File: src/rtl/rau_pkg.sv
// Shared types and constants for the rational arithmetic unit.
package rau_pkg;

  // Widths of the result fields.
  localparam int RES_NUM_W = 33;
  localparam int RES_DEN_W = 31;
  localparam int STATUS_W  = 2;
  localparam int CMD_W     = 2;

  // Operation codes carried by the input transaction.
  typedef enum logic [CMD_W-1:0] {
    OP_ADD = 2'd0,
    OP_SUB = 2'd1,
    OP_MUL = 2'd2,
    OP_DIV = 2'd3
  } op_t;

  // Result status codes.
  typedef enum logic [STATUS_W-1:0] {
    ST_OK      = 2'd0,
    ST_INVALID = 2'd1,
    ST_DIVZERO = 2'd2
  } status_t;

  // Which cross product the shared multiplier forms.
  typedef enum logic [1:0] {
    MUL_NUM0 = 2'd0,
    MUL_NUM1 = 2'd1,
    MUL_DEN  = 2'd2
  } mul_sel_t;

  // Controller states.
  typedef enum logic [2:0] {
    S_IDLE = 3'd0,
    S_MUL0 = 3'd1,
    S_MUL1 = 3'd2,
    S_MUL2 = 3'd3,
    S_ABS  = 3'd4,
    S_GCD  = 3'd5,
    S_DIV  = 3'd6,
    S_DONE = 3'd7
  } state_t;

  // Commands from the controller to the datapath.
  typedef struct packed {
    logic     ld_in;
    logic     mul_en;
    mul_sel_t mul_sel;
    logic     acc_init;
    logic     acc_upd;
    logic     abs_ld;
    logic     gcd_step;
    logic     div_step;
    logic     ld_out;
  } dp_cmd_t;

  // Status from the datapath to the controller.
  typedef struct packed {
    logic in_err;
    logic gcd_done;
  } dp_stat_t;

endpackage

File: src/rtl/rau_ctrl.sv
// Controller state machine that sequences multiply, reduce and divide steps.
module rau_ctrl #(
  parameter int OPERAND_WIDTH = 16
) (
  input  logic               clk,
  input  logic               rst_n,
  input  logic               in_valid,
  output logic               in_ready,
  output logic               out_valid,
  input  logic               out_ready,
  input  rau_pkg::dp_stat_t  stat,
  output rau_pkg::dp_cmd_t   cmd
);
  import rau_pkg::*;

  localparam int DW = 2 * OPERAND_WIDTH;
  localparam int CW = $clog2(DW);
  localparam logic [CW-1:0] CNT_LAST = CW'(DW - 1);

  state_t        state_r, state_nxt;
  logic [CW-1:0] cnt_r, cnt_nxt;
  logic          out_valid_r, out_valid_nxt;
  logic          accept;
  logic          out_free;

  assign accept   = in_valid && (state_r == S_IDLE);
  assign out_free = !out_valid_r || out_ready;

  // Next-state logic.
  always_comb begin
    state_nxt = state_r;
    case (state_r)
      S_IDLE: begin
        if (accept) begin
          state_nxt = stat.in_err ? S_DONE : S_MUL0;
        end
      end
      S_MUL0: state_nxt = S_MUL1;
      S_MUL1: state_nxt = S_MUL2;
      S_MUL2: state_nxt = S_ABS;
      S_ABS:  state_nxt = S_GCD;
      S_GCD: begin
        if (stat.gcd_done) begin
          state_nxt = S_DIV;
        end
      end
      S_DIV: begin
        if (cnt_r == CNT_LAST) begin
          state_nxt = S_DONE;
        end
      end
      S_DONE: begin
        if (out_free) begin
          state_nxt = S_IDLE;
        end
      end
      default: state_nxt = S_IDLE;
    endcase
  end

  // Output and command logic.
  always_comb begin
    cmd      = '0;
    in_ready = 1'b0;
    case (state_r)
      S_IDLE: begin
        in_ready   = 1'b1;
        cmd.ld_in  = in_valid;
      end
      S_MUL0: begin
        cmd.mul_en  = 1'b1;
        cmd.mul_sel = MUL_NUM0;
      end
      S_MUL1: begin
        cmd.mul_en   = 1'b1;
        cmd.mul_sel  = MUL_NUM1;
        cmd.acc_init = 1'b1;
      end
      S_MUL2: begin
        cmd.mul_en  = 1'b1;
        cmd.mul_sel = MUL_DEN;
        cmd.acc_upd = 1'b1;
      end
      S_ABS:  cmd.abs_ld   = 1'b1;
      S_GCD:  cmd.gcd_step = !stat.gcd_done;
      S_DIV:  cmd.div_step = 1'b1;
      S_DONE: cmd.ld_out   = out_free;
      default: cmd = '0;
    endcase
  end

  // Divide step counter and result valid flag.
  always_comb begin
    cnt_nxt = cnt_r;
    if (state_r == S_DIV) begin
      cnt_nxt = cnt_r + CW'(1);
    end else begin
      cnt_nxt = '0;
    end
    out_valid_nxt = cmd.ld_out || (out_valid_r && !out_ready);
  end

  always_ff @(posedge clk) begin
    if (!rst_n) begin
      state_r     <= S_IDLE;
      cnt_r       <= '0;
      out_valid_r <= 1'b0;
    end else begin
      state_r     <= state_nxt;
      cnt_r       <= cnt_nxt;
      out_valid_r <= out_valid_nxt;
    end
  end

  assign out_valid = out_valid_r;

endmodule

File: src/rtl/rau_dpath.sv
// Datapath: cross products, binary GCD, shared-divisor divide and result register.
module rau_dpath #(
  parameter int OPERAND_WIDTH = 16
) (
  input  logic                                 clk,
  input  logic                                 rst_n,
  input  logic [rau_pkg::CMD_W-1:0]            in_cmd,
  input  logic signed [OPERAND_WIDTH-1:0]      in_a_num,
  input  logic signed [OPERAND_WIDTH-1:0]      in_a_den,
  input  logic signed [OPERAND_WIDTH-1:0]      in_b_num,
  input  logic signed [OPERAND_WIDTH-1:0]      in_b_den,
  input  rau_pkg::dp_cmd_t                     cmd,
  output rau_pkg::dp_stat_t                    stat,
  output logic signed [rau_pkg::RES_NUM_W-1:0] out_res_num,
  output logic [rau_pkg::RES_DEN_W-1:0]        out_res_den,
  output logic [rau_pkg::STATUS_W-1:0]         out_status
);
  import rau_pkg::*;

  localparam int W     = OPERAND_WIDTH;
  localparam int DW    = 2 * W;
  localparam int NEXTW = (DW + 1 > RES_NUM_W) ? DW + 1 : RES_NUM_W;
  localparam int DEXTW = (DW > RES_DEN_W) ? DW : RES_DEN_W;

  // Captured operands.
  op_t                 op_r;
  status_t             err_r;
  logic signed [W-1:0] an_r, ad_r, bn_r, bd_r;

  // Products and numerator accumulator.
  logic signed [DW-1:0] prod_r;
  logic signed [DW:0]   p_r;
  logic                 neg_r;

  // GCD operands and the dividends that follow the common factors of two.
  logic [DW-1:0] u_r, v_r;
  logic [DW-1:0] dn_r, dq_r;
  logic [DW-1:0] rn_r, rq_r;

  // Result register.
  logic signed [RES_NUM_W-1:0] res_num_r;
  logic [RES_DEN_W-1:0]        res_den_r;
  status_t                     res_st_r;

  // Input checks.
  status_t in_st;
  always_comb begin
    if (in_a_den == '0 || in_b_den == '0) begin
      in_st = ST_INVALID;
    end else if (op_t'(in_cmd) == OP_DIV && in_b_num == '0) begin
      in_st = ST_DIVZERO;
    end else begin
      in_st = ST_OK;
    end
  end

  assign stat.in_err   = (in_st != ST_OK);
  assign stat.gcd_done = (u_r == '0);

  // Operand selection for the shared multiplier.
  logic signed [W-1:0]  mx, my;
  logic signed [DW-1:0] mul_res;
  always_comb begin
    mx = an_r;
    my = bd_r;
    case (cmd.mul_sel)
      MUL_NUM0: begin
        mx = an_r;
        my = (op_r == OP_MUL) ? bn_r : bd_r;
      end
      MUL_NUM1: begin
        mx = bn_r;
        my = (op_r == OP_ADD || op_r == OP_SUB) ? ad_r : '0;
      end
      MUL_DEN: begin
        mx = ad_r;
        my = (op_r == OP_DIV) ? bn_r : bd_r;
      end
      default: begin
        mx = '0;
        my = '0;
      end
    endcase
  end
  assign mul_res = mx * my;

  // Numerator accumulate and magnitudes.
  logic signed [DW:0] prod_ext, acc_val, p_neg;
  logic signed [DW-1:0] q_neg;
  logic [DW-1:0] mag_p, mag_q;
  always_comb begin
    prod_ext = (DW + 1)'(prod_r);
    acc_val  = (op_r == OP_SUB) ? (p_r - prod_ext) : (p_r + prod_ext);
    p_neg    = -p_r;
    q_neg    = -prod_r;
    mag_p    = p_r[DW] ? p_neg[DW-1:0] : p_r[DW-1:0];
    mag_q    = prod_r[DW-1] ? q_neg : prod_r;
  end

  // One binary GCD step.
  logic [DW-1:0] d_uv, d_vu;
  logic          u_ge;
  assign u_ge = (u_r >= v_r);
  assign d_uv = u_r - v_r;
  assign d_vu = v_r - u_r;

  // One restoring divide step on both lanes, sharing the divisor.
  logic [DW:0]   sh_n, sh_q, sub_n, sub_q;
  logic          ge_n, ge_q;
  logic [DW-1:0] rn_nxt, rq_nxt;
  always_comb begin
    sh_n   = {rn_r, dn_r[DW-1]};
    sh_q   = {rq_r, dq_r[DW-1]};
    sub_n  = sh_n - {1'b0, v_r};
    sub_q  = sh_q - {1'b0, v_r};
    ge_n   = (sh_n >= {1'b0, v_r});
    ge_q   = (sh_q >= {1'b0, v_r});
    rn_nxt = ge_n ? sub_n[DW-1:0] : sh_n[DW-1:0];
    rq_nxt = ge_q ? sub_q[DW-1:0] : sh_q[DW-1:0];
  end

  // Signed result fitted to the output widths.
  logic signed [DW:0]    num_full;
  logic signed [NEXTW-1:0] num_ext;
  logic [DEXTW-1:0]      den_ext;
  always_comb begin
    num_full = neg_r ? -$signed({1'b0, dn_r}) : $signed({1'b0, dn_r});
    num_ext  = NEXTW'(num_full);
    den_ext  = DEXTW'(dq_r);
  end

  // Operand capture and arithmetic registers.
  always_ff @(posedge clk) begin
    if (cmd.ld_in) begin
      op_r  <= op_t'(in_cmd);
      err_r <= in_st;
      an_r  <= in_a_num;
      ad_r  <= in_a_den;
      bn_r  <= in_b_num;
      bd_r  <= in_b_den;
    end
    if (cmd.mul_en) begin
      prod_r <= mul_res;
    end
    if (cmd.acc_init) begin
      p_r <= prod_ext;
    end else if (cmd.acc_upd) begin
      p_r <= acc_val;
    end
    if (cmd.abs_ld) begin
      neg_r <= p_r[DW] ^ prod_r[DW-1];
      u_r   <= mag_p;
      v_r   <= mag_q;
      dn_r  <= mag_p;
      dq_r  <= mag_q;
      rn_r  <= '0;
      rq_r  <= '0;
    end else if (cmd.gcd_step) begin
      if (!u_r[0] && !v_r[0]) begin
        u_r  <= u_r >> 1;
        v_r  <= v_r >> 1;
        dn_r <= dn_r >> 1;
        dq_r <= dq_r >> 1;
      end else if (!u_r[0]) begin
        u_r <= u_r >> 1;
      end else if (!v_r[0]) begin
        v_r <= v_r >> 1;
      end else if (u_ge) begin
        u_r <= d_uv >> 1;
      end else begin
        v_r <= d_vu >> 1;
      end
    end else if (cmd.div_step) begin
      rn_r <= rn_nxt;
      rq_r <= rq_nxt;
      dn_r <= {dn_r[DW-2:0], ge_n};
      dq_r <= {dq_r[DW-2:0], ge_q};
    end
  end

  // Result register; an error gives the fraction zero over one.
  always_ff @(posedge clk) begin
    if (!rst_n) begin
      res_st_r  <= ST_OK;
      res_num_r <= '0;
      res_den_r <= RES_DEN_W'(1);
    end else if (cmd.ld_out) begin
      res_st_r <= err_r;
      if (err_r != ST_OK) begin
        res_num_r <= '0;
        res_den_r <= RES_DEN_W'(1);
      end else begin
        res_num_r <= num_ext[RES_NUM_W-1:0];
        res_den_r <= den_ext[RES_DEN_W-1:0];
      end
    end
  end

  assign out_res_num = res_num_r;
  assign out_res_den = res_den_r;
  assign out_status  = res_st_r;

endmodule

File: src/rtl/rational_arithmetic_unit.sv
// Top level of the rational arithmetic unit: controller plus datapath.
// Each input transaction carries two fractions and an operation (add, subtract,
// multiply, divide) and yields one result transaction: the exact result reduced
// to lowest terms with a positive denominator, zero given as 0/1. A zero input
// denominator returns status invalid argument, and a divide by a zero numerator
// returns division by zero, both with the fraction 0/1.
// A normal transaction runs an accept step, the cross products on the shared
// multiplier, a magnitude step, a binary GCD loop of one step per cycle (at most
// about 4*OPERAND_WIDTH steps, usually far fewer), 2*OPERAND_WIDTH restoring
// divide steps and a result write; its length is set mainly by the GCD loop and
// the divider. One transaction is worked on at a time; the next is accepted
// while a finished result still waits at the output.
module rational_arithmetic_unit #(
  parameter int OPERAND_WIDTH = 16
) (
  input  logic                                 clk,
  input  logic                                 rst_n,
  input  logic                                 in_valid,
  output logic                                 in_ready,
  input  logic [rau_pkg::CMD_W-1:0]            in_cmd,
  input  logic signed [OPERAND_WIDTH-1:0]      in_a_num,
  input  logic signed [OPERAND_WIDTH-1:0]      in_a_den,
  input  logic signed [OPERAND_WIDTH-1:0]      in_b_num,
  input  logic signed [OPERAND_WIDTH-1:0]      in_b_den,
  output logic                                 out_valid,
  input  logic                                 out_ready,
  output logic signed [rau_pkg::RES_NUM_W-1:0] out_res_num,
  output logic [rau_pkg::RES_DEN_W-1:0]        out_res_den,
  output logic [rau_pkg::STATUS_W-1:0]         out_status
);
  import rau_pkg::*;

  dp_cmd_t  cmd;
  dp_stat_t stat;

  // Sequencer.
  rau_ctrl #(
    .OPERAND_WIDTH(OPERAND_WIDTH)
  ) u_ctrl (
    .clk       (clk),
    .rst_n     (rst_n),
    .in_valid  (in_valid),
    .in_ready  (in_ready),
    .out_valid (out_valid),
    .out_ready (out_ready),
    .stat      (stat),
    .cmd       (cmd)
  );

  // Arithmetic and result register.
  rau_dpath #(
    .OPERAND_WIDTH(OPERAND_WIDTH)
  ) u_dpath (
    .clk         (clk),
    .rst_n       (rst_n),
    .in_cmd      (in_cmd),
    .in_a_num    (in_a_num),
    .in_a_den    (in_a_den),
    .in_b_num    (in_b_num),
    .in_b_den    (in_b_den),
    .cmd         (cmd),
    .stat        (stat),
    .out_res_num (out_res_num),
    .out_res_den (out_res_den),
    .out_status  (out_status)
  );

endmodule
File: config.mk
export PLATFORM = sky130hd
export DESIGN_NAME = rational_arithmetic_unit
export DESIGN_NICKNAME = d
export VERILOG_FILES = /design/src/rtl/rau_pkg.sv /design/src/rtl/rau_ctrl.sv /design/src/rtl/rau_dpath.sv /design/src/rtl/rational_arithmetic_unit.sv
export SDC_FILE = /design/constraint.sdc
export NUM_CORES = 2
export LEC_CHECK = 0
export ABC_AREA = 1
export ABC_CLOCK_PERIOD_IN_PS = 7000
export BUFFER_PORTS_ARGS = -buffer_cell sky130_fd_sc_hd__buf_2
export CAP_MARGIN = 5
export CORE_MARGIN = 2
export CORE_UTILIZATION = 30
export CTS_CLUSTER_DIAMETER = 120
export DETAILED_ROUTE_END_ITERATION = 10
export PLACE_DENSITY_LB_ADDON = 0.25
export REMOVE_ABC_BUFFERS = 1
export SYNTH_ARGS = -nofsm -noshare
export SYNTH_HDL_FRONTEND = slang
export SYNTH_HIERARCHICAL = 1
export SYNTH_SLANG_ARGS = --single-unit
File: constraint.sdc
create_clock -name clk -period 7 [get_ports clk]
set_input_delay 1.4 -clock clk [delete_from_list [all_inputs] [get_ports clk]]
set_output_delay 1.4 -clock clk [all_outputs]
set_load 0.1 [all_outputs]
==> results.cfg <==
[status]
status = complete, no violations

[hold_path]
worstHoldStart = u_ctrl/cnt_r[0]
hold_depth = 1
hp-class = reg -> reg
min_to = u_ctrl/cnt_r[0]

[floorplanning]
rows = 137
start_util = 0.3014
core_sq_um = 139200
die-area_sq_um = 142800
die_y_um = 378.0
die_x_um = 378.0
ios = 138

[cells_and_area]
diodes = 0
area_growth_pct = 13.47
layout_commonest_cell = nand2_1
layout-drive-gt1-share = 0.09591
design_area_sq_um = 47600
final_cell_mix = nand2_1, inv_1, nor2_1, a21oi_1, nand3_1
final_nets = 6775

[run]
maxCapViolations = 0

[timing]
fin_skew_ns = 0.08071
finalMaxSlewViolations = 0
hold_violations = 0
worst_slew_pin_slew_ns = 1.234
fin_crit_ns = 6.632
setup_violations = 0
fin_crit_sh = 0.9474
clock.fmax_mhz = 150.8
relSlewSlack = 0.1686

[clock_network]
cts_made_buffers = 54
cts_sinks = 401
ctsHoldBuffers = 0
clockRootBuffer = clkbuf_16
clock_latency_ns = 0.69
cts_tree = built
htree_levels = 2
clockBufferDepth = 3
path_clk_slew_ns = 0.06

[detailed_routing]
ant_nets = 0
vias = 39760
avgRoutedWirePerCell_um = 19.28
vias_per_cell = 4.901
wl_met1_um = 70000
top_layer = met4
drc_errors = 0
wl_met2_um = 73320
totalWireLength_um = 156400
first_iter_violations = 3348
drtPass1Iterations = 6
dr_wl_met3_um = 7030

[critical_path]
cpPeakStageDelay_ns = 0.59
crit_fanout = 19
cpMaxStageDelayCell = fa_1
r2r_end = u_dpath/prod_r[27]
crit_start = u_ctrl/state_r[0]
required_ns = 7.36
endpoint_kind = flip-flop
critPathTopFamily = adder cells
path_buf_inv = 8
reg2reg_slack_ns = 0.37
crit_path_start_kind = flip-flop
r2r_cells = 28
cp_common_cell = fa_1
critical_path_arrival_ns = 7.00
path_class = reg -> reg
r2r_start = u_ctrl/state_r[0]

[logic_synthesis]
synth_cell_types = 57
yosys.area_share.simple = 0.2896
synth_fa_ha_area_frac = 0.2017
postSynthAreaPerCell_sq_um = 7.001
ys_seq_area_frac = 0.2539
synth.area.mux_share = 0
syn_area_sq_um = 41950
synth_seq_cells = 401
ys_warn_count = 6
synth_top_family_by_area = simple AND/OR/NAND/NOR gates
synth_compound_area_frac = 0.1106
synth_edf_count = 262
synth_flop_cell = edfxtp_1
synthXorXnorAreaFrac = 0.02818
synthArstFlopShare = 0
syn_inst = 5992

[place]
gp_congestion = 0.9856
portBuffers = 137
place_area_sq_um = 45580
hpwl_um = 128600

[grt]
grt_max_degree = 75
grt_pass1_wl_um = 236600
grt_overflow = 0
antenna_found_initial = 2
grtUsageTotal = 0.2160
grt_pass1_vias = 38840
-- routing by layer --
metal | GRT usage | vias to the layer above
met5 | 0 | -
met4 | 0.07735 | 0
met3 | 0.02026 | 230
met2 | 0.3675 | 1137
met1 | 0.2844 | 18920
li1 | - | 19470
-- layout make-up --
cell class | instances | area, sq um
Sequential cell | 401 | 10650
Clock buffer | 70 | 1494
Inverter | 1095 | 4126
Timing Repair Buffer | 304 | 2029
Tap cell | 1876 | 2347
Clock inverter | 32 | 345.3
Multi-Input combinational cell | 4333 | 26610
Fill cell | 15220 | 91590
-- synthesized netlist by cell type, types with 19 or more instances --
library cell | instances | area (sq um)
dfxtp_1 | 139 | 2783
edfxtp_1 | 262 | 7868
buf_2 | 41 | 205.2
a21oi_1 | 384 | 1922
nand2_1 | 1640 | 6156
ha_1 | 249 | 3115
nand2_2 | 22 | 137.6
nand3_1 | 375 | 1877
o221ai_1 | 42 | 367.9
o21bai_1 | 21 | 157.7
o211ai_1 | 48 | 360.4
a21o_1 | 21 | 157.7
o21ai_1 | 31 | 155.2
nand3b_1 | 19 | 142.6
nor4_1 | 22 | 137.6
and2_1 | 19 | 118.9
xnor2_1 | 52 | 455.4
fa_1 | 267 | 5345
nand3_2 | 34 | 340.3
clkbuf_1 | 94 | 352.8
o21ai_0 | 233 | 1166
inv_2 | 26 | 97.59
inv_1 | 1058 | 3971
nand4_1 | 63 | 394.1
nor2_1 | 549 | 2061
xor2_1 | 83 | 727.0
nor3_1 | 46 | 230.2
-- stage by stage --
| step | TNS (ns) | cells | setup slack (ns) | utilization | hold slack [ns] |
|---|---|---|---|---|---|
| 2_1_floorplan | -272.65 | 5829 | -3.456 | - | 0.4176 |
| 3_3_place_gp | 0 | 8004 | 0.02955 | 0.3274 | 0.4329 |
| 3_5_place_dp | 0 | 8004 | 0.1078 | 0.3274 | 0.4447 |
| 4_1_cts | 0 | 8106 | 0.02625 | 0.3406 | 0.4535 |
| 5_1_grt | -0.002674 | 8111 | -0.002674 | 0.3420 | 0.4756 |
| 6_report | 0 | 8111 | 0.3682 | 0.3420 | 0.4519 |
-- worst max path at each step --
stage	to	cells after the start
after floorplan	u_dpath/den_ext[0]	4
after global placement	u_dpath/prod_r[26]	34
after detailed placement	u_dpath/prod_r[31]	31
after CTS	u_dpath/prod_r[31]	31
after global routing	u_dpath/prod_r[26]	32
final	u_dpath/prod_r[27]	28
-- timing repair --
action,CTS,global route
setup buffers,0,5
endpoints found under the setup margin,0,19
gates resized for setup,0,51
-- worst register-to-register path, delay by kind of cell (launching register included) --
family / cells / cell delay, ns
xor gates and xnor gates: 1 / 0.13
adders and majority gates: 7 / 3.36
and+or+nand+nor: 7 / 0.71
AOI/OAI and AO/OA: 5 / 0.79
DFF: 1 / 0.33
buffers and inverters: 8 / 0.99
-- kinds of logic after synthesis --
group           count (synthesis)
buf+inv                      1258
fa+ha+maj                     516
xor+xnor                      135
compound gates                827
flops                         401
simple gates                 2855
-- registers in the layout (all words and copies together), names as in the netlist, 31 cells and up --
| signal | flops |
|---|---|
| u_dpath/dn_r | 32 |
| u_dpath/out_res_num | 33 |
| u_dpath/den_ext | 32 |
| u_dpath/prod_r | 32 |
| u_dpath/v_r | 32 |
| u_dpath/out_res_den | 31 |
| u_dpath/u_r | 32 |
| u_dpath/rn_r | 32 |
| u_dpath/rq_r | 32 |
| u_dpath/p_r | 33 |
Power is not shown: default switching activity piles up to over one toggle a cycle in this logic, so the estimate is an artifact.
